## src/hw/rtl/nq_pkg.sv

```systemverilog
`timescale 1ns / 1ps

package nq_pkg;

    localparam int MAX_SIZE  = 16;
    localparam int COL_W     = $clog2(MAX_SIZE);
    localparam int ROW_W     = $clog2(MAX_SIZE + 1);
    localparam int DIAG_W    = 2 * MAX_SIZE - 1;
    localparam int DIAG_IDX_W = $clog2(DIAG_W);
    localparam int CNT_W     = 24;
    localparam int PACK_W    = MAX_SIZE * COL_W;

    localparam logic ACTION_START = 1'b0;
    localparam logic ACTION_FETCH = 1'b1;

    // kind of result loaded into the output register
    localparam logic [1:0] KIND_ACK  = 2'd0;
    localparam logic [1:0] KIND_DONE = 2'd1;
    localparam logic [1:0] KIND_SOL  = 2'd2;

    typedef struct packed {
        logic       start_search;
        logic       place;
        logic       lift;
        logic       inc_count;
        logic       exhaust;
        logic       load_out;
        logic [1:0] out_kind;
    } nq_cmd_t;

    typedef struct packed {
        logic searching;
        logic at_solution;
        logic has_cand;
        logic row_zero;
    } nq_status_t;

endpackage

```

## src/hw/rtl/nq_datapath.sv

```systemverilog
`timescale 1ns / 1ps

module nq_datapath import nq_pkg::*; (
    input  logic                aclk,
    input  logic                aresetn,
    input  logic [4:0]          s_board_size,
    input  nq_cmd_t             cmd,
    output nq_status_t          sts,
    output logic                m_found,
    output logic [PACK_W-1:0]   m_row_columns,
    output logic [CNT_W-1:0]    m_solution_index,
    output logic                m_search_done
);

    logic [MAX_SIZE-1:0]   col_taken_reg, col_taken_next;
    logic [DIAG_W-1:0]     down_taken_reg, down_taken_next;
    logic [DIAG_W-1:0]     up_taken_reg, up_taken_next;
    logic [ROW_W-1:0]      row_reg, row_next;
    logic [ROW_W-1:0]      start_reg, start_next;
    logic [ROW_W-1:0]      size_reg, size_next;
    logic                  searching_reg, searching_next;
    logic [CNT_W-1:0]      count_reg, count_next;
    logic [COL_W-1:0]      qcol_reg [MAX_SIZE];

    logic                  found_reg;
    logic [PACK_W-1:0]     pack_reg;
    logic [CNT_W-1:0]      index_reg;
    logic                  done_reg;

    logic [COL_W-1:0]      row_lo;
    logic [MAX_SIZE-1:0]   cand;
    logic [MAX_SIZE-1:0]   cand_low;
    logic [COL_W-1:0]      place_col;
    logic [DIAG_IDX_W-1:0] place_dn_idx;
    logic [DIAG_IDX_W-1:0] place_up_idx;
    logic [ROW_W-1:0]      lift_row;
    logic [COL_W-1:0]      lift_col;
    logic [DIAG_IDX_W-1:0] lift_dn_idx;
    logic [DIAG_IDX_W-1:0] lift_up_idx;
    logic [ROW_W-1:0]      size_clamped;
    logic [PACK_W-1:0]     packed_cols;

    assign row_lo = row_reg[COL_W-1:0];

    // free columns in the current row at or past the resume point
    always_comb begin
        logic [DIAG_IDX_W-1:0] dn_idx;
        logic [DIAG_IDX_W-1:0] up_idx;
        for (int c = 0; c < MAX_SIZE; c++) begin
            dn_idx = DIAG_IDX_W'(row_lo) + DIAG_IDX_W'(MAX_SIZE - 1) - DIAG_IDX_W'(c);
            up_idx = DIAG_IDX_W'(row_lo) + DIAG_IDX_W'(c);
            cand[c] = (ROW_W'(c) >= start_reg) && (ROW_W'(c) < size_reg)
                      && !col_taken_reg[c] && !down_taken_reg[dn_idx]
                      && !up_taken_reg[up_idx];
        end
    end

    // isolate the lowest candidate, then encode it
    assign cand_low = cand & (~cand + MAX_SIZE'(1));

    always_comb begin
        place_col = '0;
        for (int c = 0; c < MAX_SIZE; c++) begin
            if (cand_low[c]) begin
                place_col = place_col | COL_W'(c);
            end
        end
    end

    assign place_dn_idx = DIAG_IDX_W'(row_lo) + DIAG_IDX_W'(MAX_SIZE - 1)
                          - DIAG_IDX_W'(place_col);
    assign place_up_idx = DIAG_IDX_W'(row_lo) + DIAG_IDX_W'(place_col);

    assign lift_row    = row_reg - ROW_W'(1);
    assign lift_col    = qcol_reg[lift_row[COL_W-1:0]];
    assign lift_dn_idx = DIAG_IDX_W'(lift_row[COL_W-1:0]) + DIAG_IDX_W'(MAX_SIZE - 1)
                         - DIAG_IDX_W'(lift_col);
    assign lift_up_idx = DIAG_IDX_W'(lift_row[COL_W-1:0]) + DIAG_IDX_W'(lift_col);

    always_comb begin
        if (s_board_size == 5'd0) begin
            size_clamped = ROW_W'(1);
        end else if (ROW_W'(s_board_size) > ROW_W'(MAX_SIZE) || s_board_size[4:ROW_W-1] > '0)
        begin
            size_clamped = ROW_W'(MAX_SIZE);
        end else begin
            size_clamped = ROW_W'(s_board_size);
        end
    end

    always_comb begin
        for (int r = 0; r < MAX_SIZE; r++) begin
            packed_cols[r*COL_W +: COL_W] = (ROW_W'(r) < size_reg) ? qcol_reg[r] : '0;
        end
    end

    always_comb begin
        col_taken_next  = col_taken_reg;
        down_taken_next = down_taken_reg;
        up_taken_next   = up_taken_reg;
        row_next        = row_reg;
        start_next      = start_reg;
        size_next       = size_reg;
        searching_next  = searching_reg;
        count_next      = count_reg;
        priority if (cmd.start_search) begin
            col_taken_next  = '0;
            down_taken_next = '0;
            up_taken_next   = '0;
            row_next        = '0;
            start_next      = '0;
            size_next       = size_clamped;
            searching_next  = 1'b1;
            count_next      = '0;
        end else if (cmd.place) begin
            col_taken_next  = col_taken_reg | cand_low;
            down_taken_next = down_taken_reg | (DIAG_W'(1) << place_dn_idx);
            up_taken_next   = up_taken_reg | (DIAG_W'(1) << place_up_idx);
            row_next        = row_reg + ROW_W'(1);
            start_next      = '0;
        end else if (cmd.lift) begin
            col_taken_next  = col_taken_reg & ~(MAX_SIZE'(1) << lift_col);
            down_taken_next = down_taken_reg & ~(DIAG_W'(1) << lift_dn_idx);
            up_taken_next   = up_taken_reg & ~(DIAG_W'(1) << lift_up_idx);
            row_next        = lift_row;
            start_next      = ROW_W'(lift_col) + ROW_W'(1);
        end else if (cmd.exhaust) begin
            searching_next  = 1'b0;
            row_next        = '0;
        end else if (cmd.inc_count) begin
            count_next      = count_reg + CNT_W'(1);
        end else begin
            // hold the search state
        end
    end

    always_ff @(posedge aclk) begin
        if (!aresetn) begin
            col_taken_reg  <= '0;
            down_taken_reg <= '0;
            up_taken_reg   <= '0;
            row_reg        <= '0;
            start_reg      <= '0;
            size_reg       <= '0;
            searching_reg  <= 1'b0;
            count_reg      <= '0;
        end else begin
            col_taken_reg  <= col_taken_next;
            down_taken_reg <= down_taken_next;
            up_taken_reg   <= up_taken_next;
            row_reg        <= row_next;
            start_reg      <= start_next;
            size_reg       <= size_next;
            searching_reg  <= searching_next;
            count_reg      <= count_next;
        end
    end

    always_ff @(posedge aclk) begin
        if (cmd.place) begin
            qcol_reg[row_lo] <= place_col;
        end
    end

    // result payload; valid lives in the controller
    always_ff @(posedge aclk) begin
        if (cmd.load_out) begin
            unique case (cmd.out_kind)
                KIND_SOL: begin
                    found_reg <= 1'b1;
                    pack_reg  <= packed_cols;
                    index_reg <= count_reg;
                    done_reg  <= 1'b0;
                end
                KIND_DONE: begin
                    found_reg <= 1'b0;
                    pack_reg  <= '0;
                    index_reg <= count_reg;
                    done_reg  <= 1'b1;
                end
                default: begin
                    found_reg <= 1'b0;
                    pack_reg  <= '0;
                    index_reg <= '0;
                    done_reg  <= 1'b0;
                end
            endcase
        end
    end

    assign sts.searching   = searching_reg;
    assign sts.at_solution = (row_reg == size_reg);
    assign sts.has_cand    = |cand;
    assign sts.row_zero    = (row_reg == '0);

    assign m_found          = found_reg;
    assign m_row_columns    = pack_reg;
    assign m_solution_index = index_reg;
    assign m_search_done    = done_reg;

endmodule

```

## src/hw/rtl/nq_ctrl.sv

```systemverilog
`timescale 1ns / 1ps

module nq_ctrl import nq_pkg::*; (
    input  logic       aclk,
    input  logic       aresetn,
    input  logic       s_valid,
    output logic       s_ready,
    input  logic       s_action,
    output logic       m_valid,
    input  logic       m_ready,
    input  nq_status_t sts,
    output nq_cmd_t    cmd
);

    localparam logic [1:0] ST_IDLE   = 2'd0;
    localparam logic [1:0] ST_SEARCH = 2'd1;
    localparam logic [1:0] ST_EMIT   = 2'd2;

    logic [1:0] state_reg, state_next;
    logic [1:0] kind_reg, kind_next;
    logic       m_valid_reg, m_valid_next;
    logic       out_free;
    logic       in_fire;

    assign s_ready  = (state_reg == ST_IDLE);
    assign in_fire  = s_valid && s_ready;
    assign out_free = !m_valid_reg || m_ready;

    always_comb begin
        state_next = state_reg;
        kind_next  = kind_reg;
        cmd        = '0;
        unique case (state_reg)
            ST_IDLE: begin
                if (in_fire) begin
                    priority if (s_action == ACTION_START) begin
                        cmd.start_search = 1'b1;
                        kind_next        = KIND_ACK;
                        state_next       = ST_EMIT;
                    end else if (!sts.searching) begin
                        kind_next  = KIND_DONE;
                        state_next = ST_EMIT;
                    end else begin
                        // resume after a returned solution: lift the last row
                        cmd.lift   = sts.at_solution;
                        state_next = ST_SEARCH;
                    end
                end
            end
            ST_SEARCH: begin
                priority if (sts.at_solution) begin
                    cmd.inc_count = 1'b1;
                    kind_next     = KIND_SOL;
                    state_next    = ST_EMIT;
                end else if (sts.has_cand) begin
                    cmd.place = 1'b1;
                end else if (sts.row_zero) begin
                    cmd.exhaust = 1'b1;
                    kind_next   = KIND_DONE;
                    state_next  = ST_EMIT;
                end else begin
                    cmd.lift = 1'b1;
                end
            end
            ST_EMIT: begin
                // hold until the output register is free
                if (out_free) begin
                    cmd.load_out = 1'b1;
                    state_next   = ST_IDLE;
                end
            end
            default: begin
                state_next = ST_IDLE;
            end
        endcase
        cmd.out_kind = kind_reg;
    end

    always_comb begin
        priority if (cmd.load_out) begin
            m_valid_next = 1'b1;
        end else if (m_ready) begin
            m_valid_next = 1'b0;
        end else begin
            m_valid_next = m_valid_reg;
        end
    end

    always_ff @(posedge aclk) begin
        if (!aresetn) begin
            state_reg   <= ST_IDLE;
            kind_reg    <= KIND_ACK;
            m_valid_reg <= 1'b0;
        end else begin
            state_reg   <= state_next;
            kind_reg    <= kind_next;
            m_valid_reg <= m_valid_next;
        end
    end

    assign m_valid = m_valid_reg;

    a_one_move: assert property (@(posedge aclk) disable iff (!aresetn)
        !(cmd.place && cmd.lift))
        else $error("place and lift issued together");

    a_out_slot: assert property (@(posedge aclk) disable iff (!aresetn)
        cmd.load_out |-> (!m_valid_reg || m_ready))
        else $error("output register overwritten while a request is pending");

    a_search_live: assert property (@(posedge aclk) disable iff (!aresetn)
        (state_reg == ST_SEARCH) |-> sts.searching)
        else $error("search step without an active search");

    a_emit_after_load: assert property (@(posedge aclk) disable iff (!aresetn)
        cmd.load_out |=> m_valid_reg)
        else $error("loaded result not presented");

endmodule

```

## src/hw/rtl/n_queens_backtrack_search.sv

```systemverilog
`timescale 1ns / 1ps
// Channel   Handshake            Payload
// s_        s_valid / s_ready    s_action, s_board_size
// m_        m_valid / m_ready    m_found, m_row_columns, m_solution_index, m_search_done
//
// Start and fetch-with-no-search requests go from IDLE to EMIT with no search step.
// A fetch runs the search loop, which places or lifts one queen per cycle
// (one column scan of the current row per cycle), so its length depends on the data.
// aresetn is synchronous, active low; it clears the search state and drops m_valid.
// A new request is taken while a result waits in the output register; the result
// of that request stalls in the controller until m_ready frees the register.

module n_queens_backtrack_search import nq_pkg::*; (
    input  logic              aclk,
    input  logic              aresetn,
    input  logic              s_valid,
    output logic              s_ready,
    input  logic              s_action,
    input  logic [4:0]        s_board_size,
    output logic              m_valid,
    input  logic              m_ready,
    output logic              m_found,
    output logic [PACK_W-1:0] m_row_columns,
    output logic [CNT_W-1:0]  m_solution_index,
    output logic              m_search_done
);

    nq_cmd_t    cmd;
    nq_status_t sts;

    nq_ctrl u_ctrl (
        .aclk     (aclk),
        .aresetn  (aresetn),
        .s_valid  (s_valid),
        .s_ready  (s_ready),
        .s_action (s_action),
        .m_valid  (m_valid),
        .m_ready  (m_ready),
        .sts      (sts),
        .cmd      (cmd)
    );

    nq_datapath u_datapath (
        .aclk             (aclk),
        .aresetn          (aresetn),
        .s_board_size     (s_board_size),
        .cmd              (cmd),
        .sts              (sts),
        .m_found          (m_found),
        .m_row_columns    (m_row_columns),
        .m_solution_index (m_solution_index),
        .m_search_done    (m_search_done)
    );

endmodule

```

## config.mk

```make
export PLATFORM = sky130hd
export DESIGN_NAME = n_queens_backtrack_search
export DESIGN_NICKNAME = d
export VERILOG_FILES = /design/src/hw/rtl/nq_pkg.sv /design/src/hw/rtl/nq_datapath.sv /design/src/hw/rtl/nq_ctrl.sv /design/src/hw/rtl/n_queens_backtrack_search.sv
export SDC_FILE = /design/constraint.sdc
export NUM_CORES = 1
export LEC_CHECK = 0
export BUFFER_PORTS_ARGS = -buffer_cell sky130_fd_sc_hd__buf_2
export CAP_MARGIN = 30
export CORE_MARGIN = 5
export CORE_UTILIZATION = 62
export CTS_CLUSTER_SIZE = 40
export DETAILED_ROUTE_END_ITERATION = 7
export HOLD_SLACK_MARGIN = 0.1
export PLACE_DENSITY_LB_ADDON = 0.05
export RECOVER_POWER = 100
export SLEW_MARGIN = 20
export SYNTH_ARGS = -nofsm -noshare
export SYNTH_HDL_FRONTEND = slang
export SYNTH_HIERARCHICAL = 1
export SYNTH_SLANG_ARGS = --single-unit
```

## constraint.sdc

```tcl
create_clock -name aclk -period 7.6 [get_ports aclk]
set_input_delay 0.76 -clock aclk [delete_from_list [all_inputs] [get_ports aclk]]
set_output_delay 0.76 -clock aclk [all_outputs]
set_load 0.01 [all_outputs]
```

### Word-level counts from Yosys, hierarchy flattened

Memories as Yosys holds them, arrays and structs flattened. A register that Yosys moved wholly into a read port is not among the register bits.
Cells that the tools add are included.
W data, S select, Z words.

* equal/unequal tests: 12
* muxes and demuxes: 134
* shift-type cells: 5
* magnitude comparators: 65
* bitwise gates (word level): 15
* reductions and logical operators: 164
* $add $sub $neg: 40

Operators with widths (number)
* $lt A5 B6 Y1 const B: 30
* $bmux W1 S5: 31
* $mux W31: 4
* $shl A1 B5 Y31 const A: 4
* $logic_and A1 B1 Y1: 65
* $logic_not A1 Y1: 65
* $and A31 B31 Y31: 2
* $not A31 Y31: 2
* $or A31 B31 Y31: 2
* $mux W1: 59
* $add A4 B4 Y5 const B: 9
* $ge A4 B5 Y1 const A: 8
* $lt A4 B5 Y1 const A: 8
* $sub A5 B4 Y5 const B: 8
* $mux W2: 17
* $and A16 B16 Y16: 2
* $mux W16: 2
* $mux W4: 8
* $not A16 Y16: 2
* $reduce_and A2 Y1: 16
* $mux W5: 5
* $add A24 B1 Y24 const B: 1
* $add A4 B3 Y5 const B: 4
* $ge A3 B5 Y1 const A: 4
* other kinds (43): 77

* memories kept: 1
* logic and storage cells: 450
* bits of input ports: 10
* bits in registers: 149
* memory bits (writable): 64
* output and inout port bits: 92

Memory list
* u_datapath.qcol_reg: depth 16, bits a word 4, read ports 17, clocked after Yosys merged registers in 16, write ports 1, line nq_datapath.sv:23 `logic [COL_W-1:0] qcol_reg [MAX_SIZE];`

### Longest topological paths before layout

Gate-level depths: netlist of the first run.

* word-level depth: 29
* gate-level depth with buffers: 31
* gate-level depth less buffers: 23

### Hierarchy

The synthesis of the first run kept the hierarchy.

Modules (own cells, without submodules)
* nq_datapath: seq. area each 6986.7 sq um, area an instance 16462.0 sq um, instances 1, cells each 1533
* nq_ctrl: seq. area each 100.1 sq um, area an instance 325.3 sq um, instances 1, cells each 40

### Least setup slack after synthesis of the first run

No wires, ideal clock.

* path type: reg-to-reg
* from: register u_datapath.row_reg[0]
* to: register u_datapath.down_taken_reg[27]
* cell stages (with the launch flop): 30
* clock period less this slack: 6.740 ns
* setup slack: 0.860 ns
* buffers on the path: 8
* required time: 7.514 ns
* setup time: 0.086 ns
* arrival: 6.654 ns
* path through: dfxtp_1 > buf_4 > buf_4 > inv_1 > buf_4 > buf_2 > ha_1 > buf_4 > buf_2 > buf_2 > mux2_2 > mux2i_1 > o211ai_1 > nand3_1 > or4b_2 > nand3_1 > or2_1 > buf_6 > o311a_1 > o2111ai_1 > ha_1 > fa_1 > inv_1 > a21o_1 > a21oi_1 > xnor2_1 > or2_2 > nor3_1 > a21oi_1 > a211oi_1

* longest elaborated chain between the ends: 29
* elaborated cells on any way between the ends: 201
* classes of those cells: add/sub (35); eq/ne (1); shift (2); mux (90); bitwise (5); reduce/logical (67); memory (1)

Ends and longest elaborated chain
* start: declaration: line nq_datapath.sv:18 `logic [ROW_W-1:0] row_reg, row_next;`
* start signal: assignment: line nq_datapath.sv:151 `row_reg <= row_next;`
* $add A4 B4 Y5: line nq_datapath.sv:50, nq_datapath.sv:51
* $sub A5 B1 Y5: line nq_datapath.sv:50 `dn_idx = DIAG_IDX_W'(row_lo) + DIAG_IDX_W'(MAX_SIZE - 1) - DIAG_IDX_W'(c);`
* $bmux W1 S5: line nq_datapath.sv:53 `&& !col_taken_reg[c] && !down_taken_reg[dn_idx]`
* $mux W1 (implied by the code): line nq_datapath.sv:53
* $logic_not A1 Y1: line nq_datapath.sv:53
* $logic_and A1 B1 Y1: line nq_datapath.sv:53
* $logic_and A1 B1 Y1: line nq_datapath.sv:54 `&& !up_taken_reg[up_idx];`
* $not A16 Y16: line nq_datapath.sv:59 `assign cand_low = cand & (~cand + MAX_SIZE'(1));`
* [5 not listed]
* $mux W3 (4 in series): line nq_datapath.sv:64 `if (cand_low[c]) begin`
* $mux W4 (7 in series): line nq_datapath.sv:64
* $mux W4 (*): line nq_datapath.sv:64
* net u_datapath.place_col[0]: line nq_datapath.sv:33 `logic [COL_W-1:0] place_col;`
* $sub A5 B4 Y5 (*): line nq_datapath.sv:71 `- DIAG_IDX_W'(place_col);`
* $shl A1 B5 Y31 (*): line nq_datapath.sv:117 `down_taken_next = down_taken_reg | (DIAG_W'(1) << place_dn_idx);`
* $or A31 B31 Y31 (*): line nq_datapath.sv:117
* $mux W31 (*): line nq_datapath.sv:115 `end else if (cmd.place) begin`
* end signal: assignment: line nq_datapath.sv:149 `down_taken_reg <= down_taken_next;`
* end: declaration: line nq_datapath.sv:16 `logic [DIAG_W-1:0] down_taken_reg, down_taken_next;`

Mark *: on every way through the listed nets, which the timed path passes. The rest lies on a longest branch. The select of a mux whose other input is x is not followed.
A chain may end at the register's enable or synchronous reset.

==> results of run 1 <==
layer usage:
metal | vias to the layer above | GRT usage (%)
li1 | 6085 | -
met1 | 6536 | 41.5
met2 | 706 | 49.7
met3 | 132 | 5.35
met4 | 0 | 10.6
met5 | - | 0
cells in the mapped netlist, drive strengths merged, types with 3 or more instances:
library cell,count
xnor2,42
mux2i,60
fa,3
o41ai,4
ha,41
nor3,33
dfxtp,123
or2,5
and2,48
inv,51
a31oi,10
nand3,43
edfxtp,154
a211o,3
nand2,93
o211ai,14
mux2,42
nor3b,6
a21oi,125
a211oi,72
nor2b,54
xor2,24
mux4,83
o211a,3
or3,9
nor4,4
a221o,4
nor2,117
o311a,3
nand2b,13
a22oi,3
a311oi,4
clkbuf,53
nand4,13
a2111oi,12
o21ai,35
o22ai,7
and3,61
a221oi,5
a21o,8
buf,42
o2111ai,8
cells by family after synthesis:
group,share of synthesized area [%]
AOI/OAI and AO/OA,13.4
xor gates and xnor gates,3.86
muxes,17.5
and+or+nand+nor,15.7
adders and majority gates,3.41
buffers and inverters,3.91
DFF,42.2
path summary, 6_finish.rpt:
kind / end / slack, ps
max: u_datapath/col_taken_reg[12]$_SDFFE_PP0N_ / 460
min: u_datapath/col_taken_reg[14]$_SDFFE_PP0N_ / 490
max reg2reg: u_datapath/col_taken_reg[12]$_SDFFE_PP0N_ / 460
min reg2reg: u_datapath/col_taken_reg[14]$_SDFFE_PP0N_ / 490
report_power, final:
group | internal [mW] | switching (mW) | total (mW) | leakage, nW
Combinational | 0.191 | 0.455 | 0.646 | 3.48
Sequential | 1.64 | 0.0143 | 1.65 | 2.43
Clock | 0.776 | 0.561 | 1.34 | 0.433
Total | 2.61 | 1.03 | 3.64 | 6.34
metrics by stage:
stage / setup WS (ps) / power, mW / utilization (%) / area [sq um]
after floorplan: 860 / 2.12 / - / 16800
after global placement: 966 / 2.32 / 65.5 / 17600
after detailed placement: 803 / 2.32 / 65.5 / 17600
after CTS: 722 / 3.65 / 68.9 / 18500
after global routing: 99.9 / 3.77 / 68.4 / 18300
final: 465 / 3.64 / 68.4 / 18300
cell type report:
class	count	share of cell area [%]
clock buffers	45	4.48
clock inverters	8	0.423
inverters	53	1.10
multi-input cells	1148	49.5
flip-flops and latches	277	38.7
well taps	341	2.33
repair buffers	137	3.48
critical path: cells and delay by family, from the launching register on:
kind / cells / cell delay (ps)
adder cells (fa/ha/maj): 1 / 780
AND/OR/NAND/NOR: 7 / 1890
AO/OA/AOI/OAI: 5 / 1490
XOR/XNOR: 1 / 590
multiplexers: 1 / 340
buffers and inverters: 3 / 1290
flip-flops: 1 / 600
==> results.toml, run 1 <==
[detailed_routing]
route.met3.wl_um = 4510
drt-total-wl_um = 47800
viasPerCell = 6.70
wire_per_inst_um = 23.8
dr_wl_met2_um = 22300
remaining_drc_errors = 0
vias = 13500
routed.top_layer = "met4"
drt_iter0_markers = 1319
dr.pass1.iters = 6
ant_nets = 0
wl_met1_um = 19000

[synthesis]
async_flop_share_pct = 0
syn_nets = 1627
syn_area_sq_um = 16800
yosys_register_bits = 277
synth_warnings = 6
syn-instance-count = 1573
synth_cell_types = 82
synth.avg_cell_area_sq_um = 10.7
synth.largest_area_cell = "edfxtp_1"
synth_edf_count = 154
ys_top_cells_by_area = "edfxtp_1 28%, dfxtp_1 15%, mux4_2 11%"
synth_top_area_share_pct = 27.5
ys.flop_type = "edfxtp_1"
synth-seq-area-share_pct = 42.2

[hold_path]
min_path_type = "reg -> reg"
hold_path.startpoint = "u_datapath/col_taken_reg[14]$_SDFFE_PP0N_"
hold_depth = 2

[final_layout]
multi_input_area_sq_um = 9060
fill_cells = 2176
final_cells = 2009
layout_common_cells = "154 x edfxtp_1, 125 x a21oi_1, 122 x dfxtp_1"
final_common_cell = "edfxtp_1"
drive_gt1_share_pct = 13.0
syn_to_final_growth_pct = 9.12
diodes = 0
layout.nets = 1700
register_area_sq_um = 7090

[clock_network]
clkTransAtPathRegs_ps = 70
cts-root-buf = "clkbuf_16"
cts_resized = 0
cts_tree = "built"
postCtsHoldBufs = 0
cts_max_level = 1
clockBufferDepth = 3
clk_latency_ps = 540
cts_inserted_buffers = 29
clock-sinks = 277
cts_setup_buffers = 0

[placement]
portBuffers = 101
gp_congestion = 1.02
dp_hpwl_um = 35700
place_inst = 1953

[sta]
post-route-period-util_pct = 93.9
finalSetupViolCount = 0
hold_violations = 0
rsz0062_at_grt = "false"
fin_crit_ps = 7140
fmax_ghz = 0.140
hold_ws_ps = 486
worst_slew_margin_rel_pct = -107
tightestPinTransition_ps = 3110
clock_skew_ps = 13.7
setup_tns_ps = 0
finalMaxSlewViolations = 63

[grt]
first_global_vias = 12900
grt_start_max_net_pins = 79
grt_usage_pct = 30.5
grt.overflow.total = 0
antenna_found_initial = 0
grt_pass1_wl_um = 74000

[worst_setup_path]
required_ps = 8000
r2r_start = "u_datapath/row_reg[0]$_SDFFE_PP0P_"
end_kind = "flop"
startpoint = "u_datapath/row_reg[0]$_SDFFE_PP0P_"
cpMaxStageDelayCell = "ha_4"
worst-path-max-fanout = 42
ff2ff_path_depth = 18
max_stage_delay_ps = 780
critical_path_class = "reg -> reg"
crit_chain = "inv_1, ha_4, xor3_2, mux2_2, a2111oi_0, nor4b_1, a21oi_1, nand3_1, nand4bb_1, nand2b_1, or4_1, o21ai_0, clkbuf_1, nor2b_1, buf_4, nand2_1, o311ai_0, o41ai_1"
arrival_ps = 7540
start_kind = "flop"

[die]
num_rows = 60
initial_utilization_pct = 62.6
die_w_um = 175
dieArea_sq_um = 30500
core_region_area_sq_um = 26800
die_h_um = 175
ioPinCount = 102

[power]
power.leakage_nw = 6.34
vdd_drop_max_uv = 159
p_per_area_nw_per_um2 = 198

[status]
violations = "capacitance limit, slew limit"
status = "complete, but fails checks"

[run]
drv_cap = 1
Note: power is estimated with default switching activity, not from simulation.
==> inputs of run 2 (changes only) <==
ABC_AREA = 1   (was default)
CTS_CLUSTER_SIZE = 10   (was 40)
PLACE_DENSITY_LB_ADDON = 0.1   (was 0.05)
==> run 2 against run 1 <==
Compared with the run above:
- the run still ends with capacitance limit, slew limit left
- count of clock-buffer cells in the layout increased by 2
- cell count increased by 43%
- synthesized cell count increased by 54%
- critical endpoint is now u_datapath/up_taken_reg[14]$_SDFFE_PP0N_
- highest routed layer unchanged
==> results.toml, run 2 <==
[placement]
dp_hpwl_um = 43400
gp_congestion = 1.07
post-place-ws_ps = 1190
portBuffers = 101
place_inst = 2823

[detailed_routing]
viasPerCell = 6.23
dr.pass1.iters = 8
remaining_drc_errors = 0
ant_nets = 0
wire_per_inst_um = 20.4
drt-total-wl_um = 58700
drt_iter0_markers = 2271
vias = 17900

[sta]
setup_tns_ps = 0
post-route-period-util_pct = 91.0
fin_ws_ps = 682
clock_skew_ps = 27.3
rsz0062_at_grt = "false"
tightestPinTransition_ps = 4690
worst_slew_margin_rel_pct = -213
fmax_ghz = 0.145
hold_violations = 0
finalSetupViolCount = 0
hold_ws_ps = 477
finalMaxSlewViolations = 147
fin_crit_ps = 6920

[clock_network]
cts_max_level = 2
clock-sinks = 277
clockBufferDepth = 3
clkTransAtPathRegs_ps = 60
cts_inserted_buffers = 34
cts_tree = "built"
cts-root-buf = "clkbuf_16"
postCtsHoldBufs = 0
cts_setup_buffers = 0
clk_latency_ps = 530
cts_resized = 0

[synthesis]
synth_cell_types = 55
syn_nets = 2471
syn-instance-count = 2417
async_flop_share_pct = 0
yosys-top-cells-count = "589 x nand2_1, 387 x nand3_1, 283 x nor2_1"
syn_area_sq_um = 17400
synth_edf_count = 154
synth-seq-area-share_pct = 40.7
ys_top_cells_by_area = "edfxtp_1 27%, dfxtp_1 14%, nand2_1 13%"
ys.flop_type = "edfxtp_1"
synth.largest_area_cell = "edfxtp_1"
synth_warnings = 6
synth_top_area_share_pct = 26.5
yosys_register_bits = 277
synth.avg_cell_area_sq_um = 7.21
synth_most_common_cell = "nand2_1"

[power]
p_total_mw = 5.12
vdd_drop_max_uv = 207
p_per_area_nw_per_um2 = 271
power.leakage_nw = 7.77

[grt]
grt_usage_pct = 36.4
grt_start_max_net_pins = 91
first_global_vias = 16600
grt_pass1_wl_um = 90100
antenna_found_initial = 0
grt.overflow.total = 0

[final_layout]
syn_to_final_growth_pct = 8.37
final_cells = 2875
diodes = 0
drive_gt1_share_pct = 5.45
layout.nets = 2535
final_common_cell = "nand2_1"
layout_common_cells = "590 x nand2_1, 388 x nand3_1, 286 x nor2_1"

[worst_setup_path]
cpMaxStageDelayCell = "clkbuf_1"
end_kind = "flop"
arrival_ps = 7340
max_stage_delay_ps = 760
start_kind = "flop"
worst-path-max-fanout = 43
required_ps = 8020
critical_path_class = "reg -> reg"
ff2ff_path_depth = 29
crit_top_cell = "nand2_1"

[run]
drv_cap = 2

[die]
core_region_area_sq_um = 27800
die_h_um = 178
initial_utilization_pct = 62.7
ioPinCount = 102
die_w_um = 178
dieArea_sq_um = 31600
num_rows = 61

[status]
status = "complete, but fails checks"
violations = "capacitance limit, slew limit"

[hold_path]
hold_depth = 2
min_path_type = "reg -> reg"
run 2: changes by cell type after synthesis, moves of 48 or more:
cell	delta
and2_1	-48
and3_1	-60
inv_1	+193
mux2i_1	-60
mux4_2	-83
nand2_1	+496
nand3_1	+344
nor2_1	+166
nor2b_1	-54
o21ai_0	+57
run 2: logic make-up (layout without fill, tap and decap cells):
family                   after synthesis  count (layout)  synth area share [%]
AO/OA/AOI/OAI                        296             296                  9.88
XOR/XNOR                              22              22                  1.11
adder cells (fa/ha/maj)               44              44                  3.29
buffers and inverters                356             436                  8.69
flip-flops                           277             277                  40.7
AND/OR/NAND/NOR                     1422            1422                  36.3
run 2: metal layers:
metal | up-vias | track usage, % | wire, um
li1 | 8242 | - | -
met2 | 1187 | 58.6 | 26100
met3 | 223 | 6.20 | 6410
met4 | 0 | 18.9 | 3570
met5 | - | 0 | 0
met1 | 8264 | 47.3 | 22600
run 2: final cells by class:
| cell class | count | area [sq um] |
|---|---|---|
| Sequential cell | 277 | 7090 |
| Tap cell | 378 | 473 |
| Timing Repair Buffer | 125 | 564 |
| Fill cell | 2461 | 8900 |
| Inverter | 259 | 981 |
| Clock inverter | 5 | 70.1 |
| Multi-Input combinational cell | 1784 | 8790 |
| Clock buffer | 47 | 910 |
run 2: worst paths after layout:
| path | startpoint | slack (ps) | end |
|---|---|---|---|
| hold reg to reg | u_datapath/count_reg[23]$_SDFFE_PP0P_ | 480 | u_datapath/count_reg[23]$_SDFFE_PP0P_ |
| hold / removal | u_datapath/count_reg[23]$_SDFFE_PP0P_ | 480 | u_datapath/count_reg[23]$_SDFFE_PP0P_ |
| setup reg to reg | u_datapath/row_reg[1]$_SDFFE_PP0P_ | 680 | u_datapath/up_taken_reg[14]$_SDFFE_PP0N_ |
| setup / recovery | u_datapath/row_reg[1]$_SDFFE_PP0P_ | 680 | u_datapath/up_taken_reg[14]$_SDFFE_PP0N_ |
run 2: critical path, delay by kind of cell (launching register included):
family	cells	cell delay (ps)
AO/OA/AOI/OAI	5	960
adder cells (fa/ha/maj)	2	780
buffers and inverters	7	1970
flip-flops	1	350
AND/OR/NAND/NOR	15	2720
run 2: power by group:
part / total (mW) / switching [mW] / internal (mW)
sequential: 1.70 / 0.0134 / 1.69
combinational: 1.94 / 1.47 / 0.467
clock: 1.48 / 0.615 / 0.866
run 2: metrics by stage:
step	instance area [sq um]	utilization, %
final	18900	68.0
after global routing	18900	68.0
after CTS	19100	68.6
after detailed placement	18100	65.1
after global placement	18000	64.9
after floorplan	17400	-
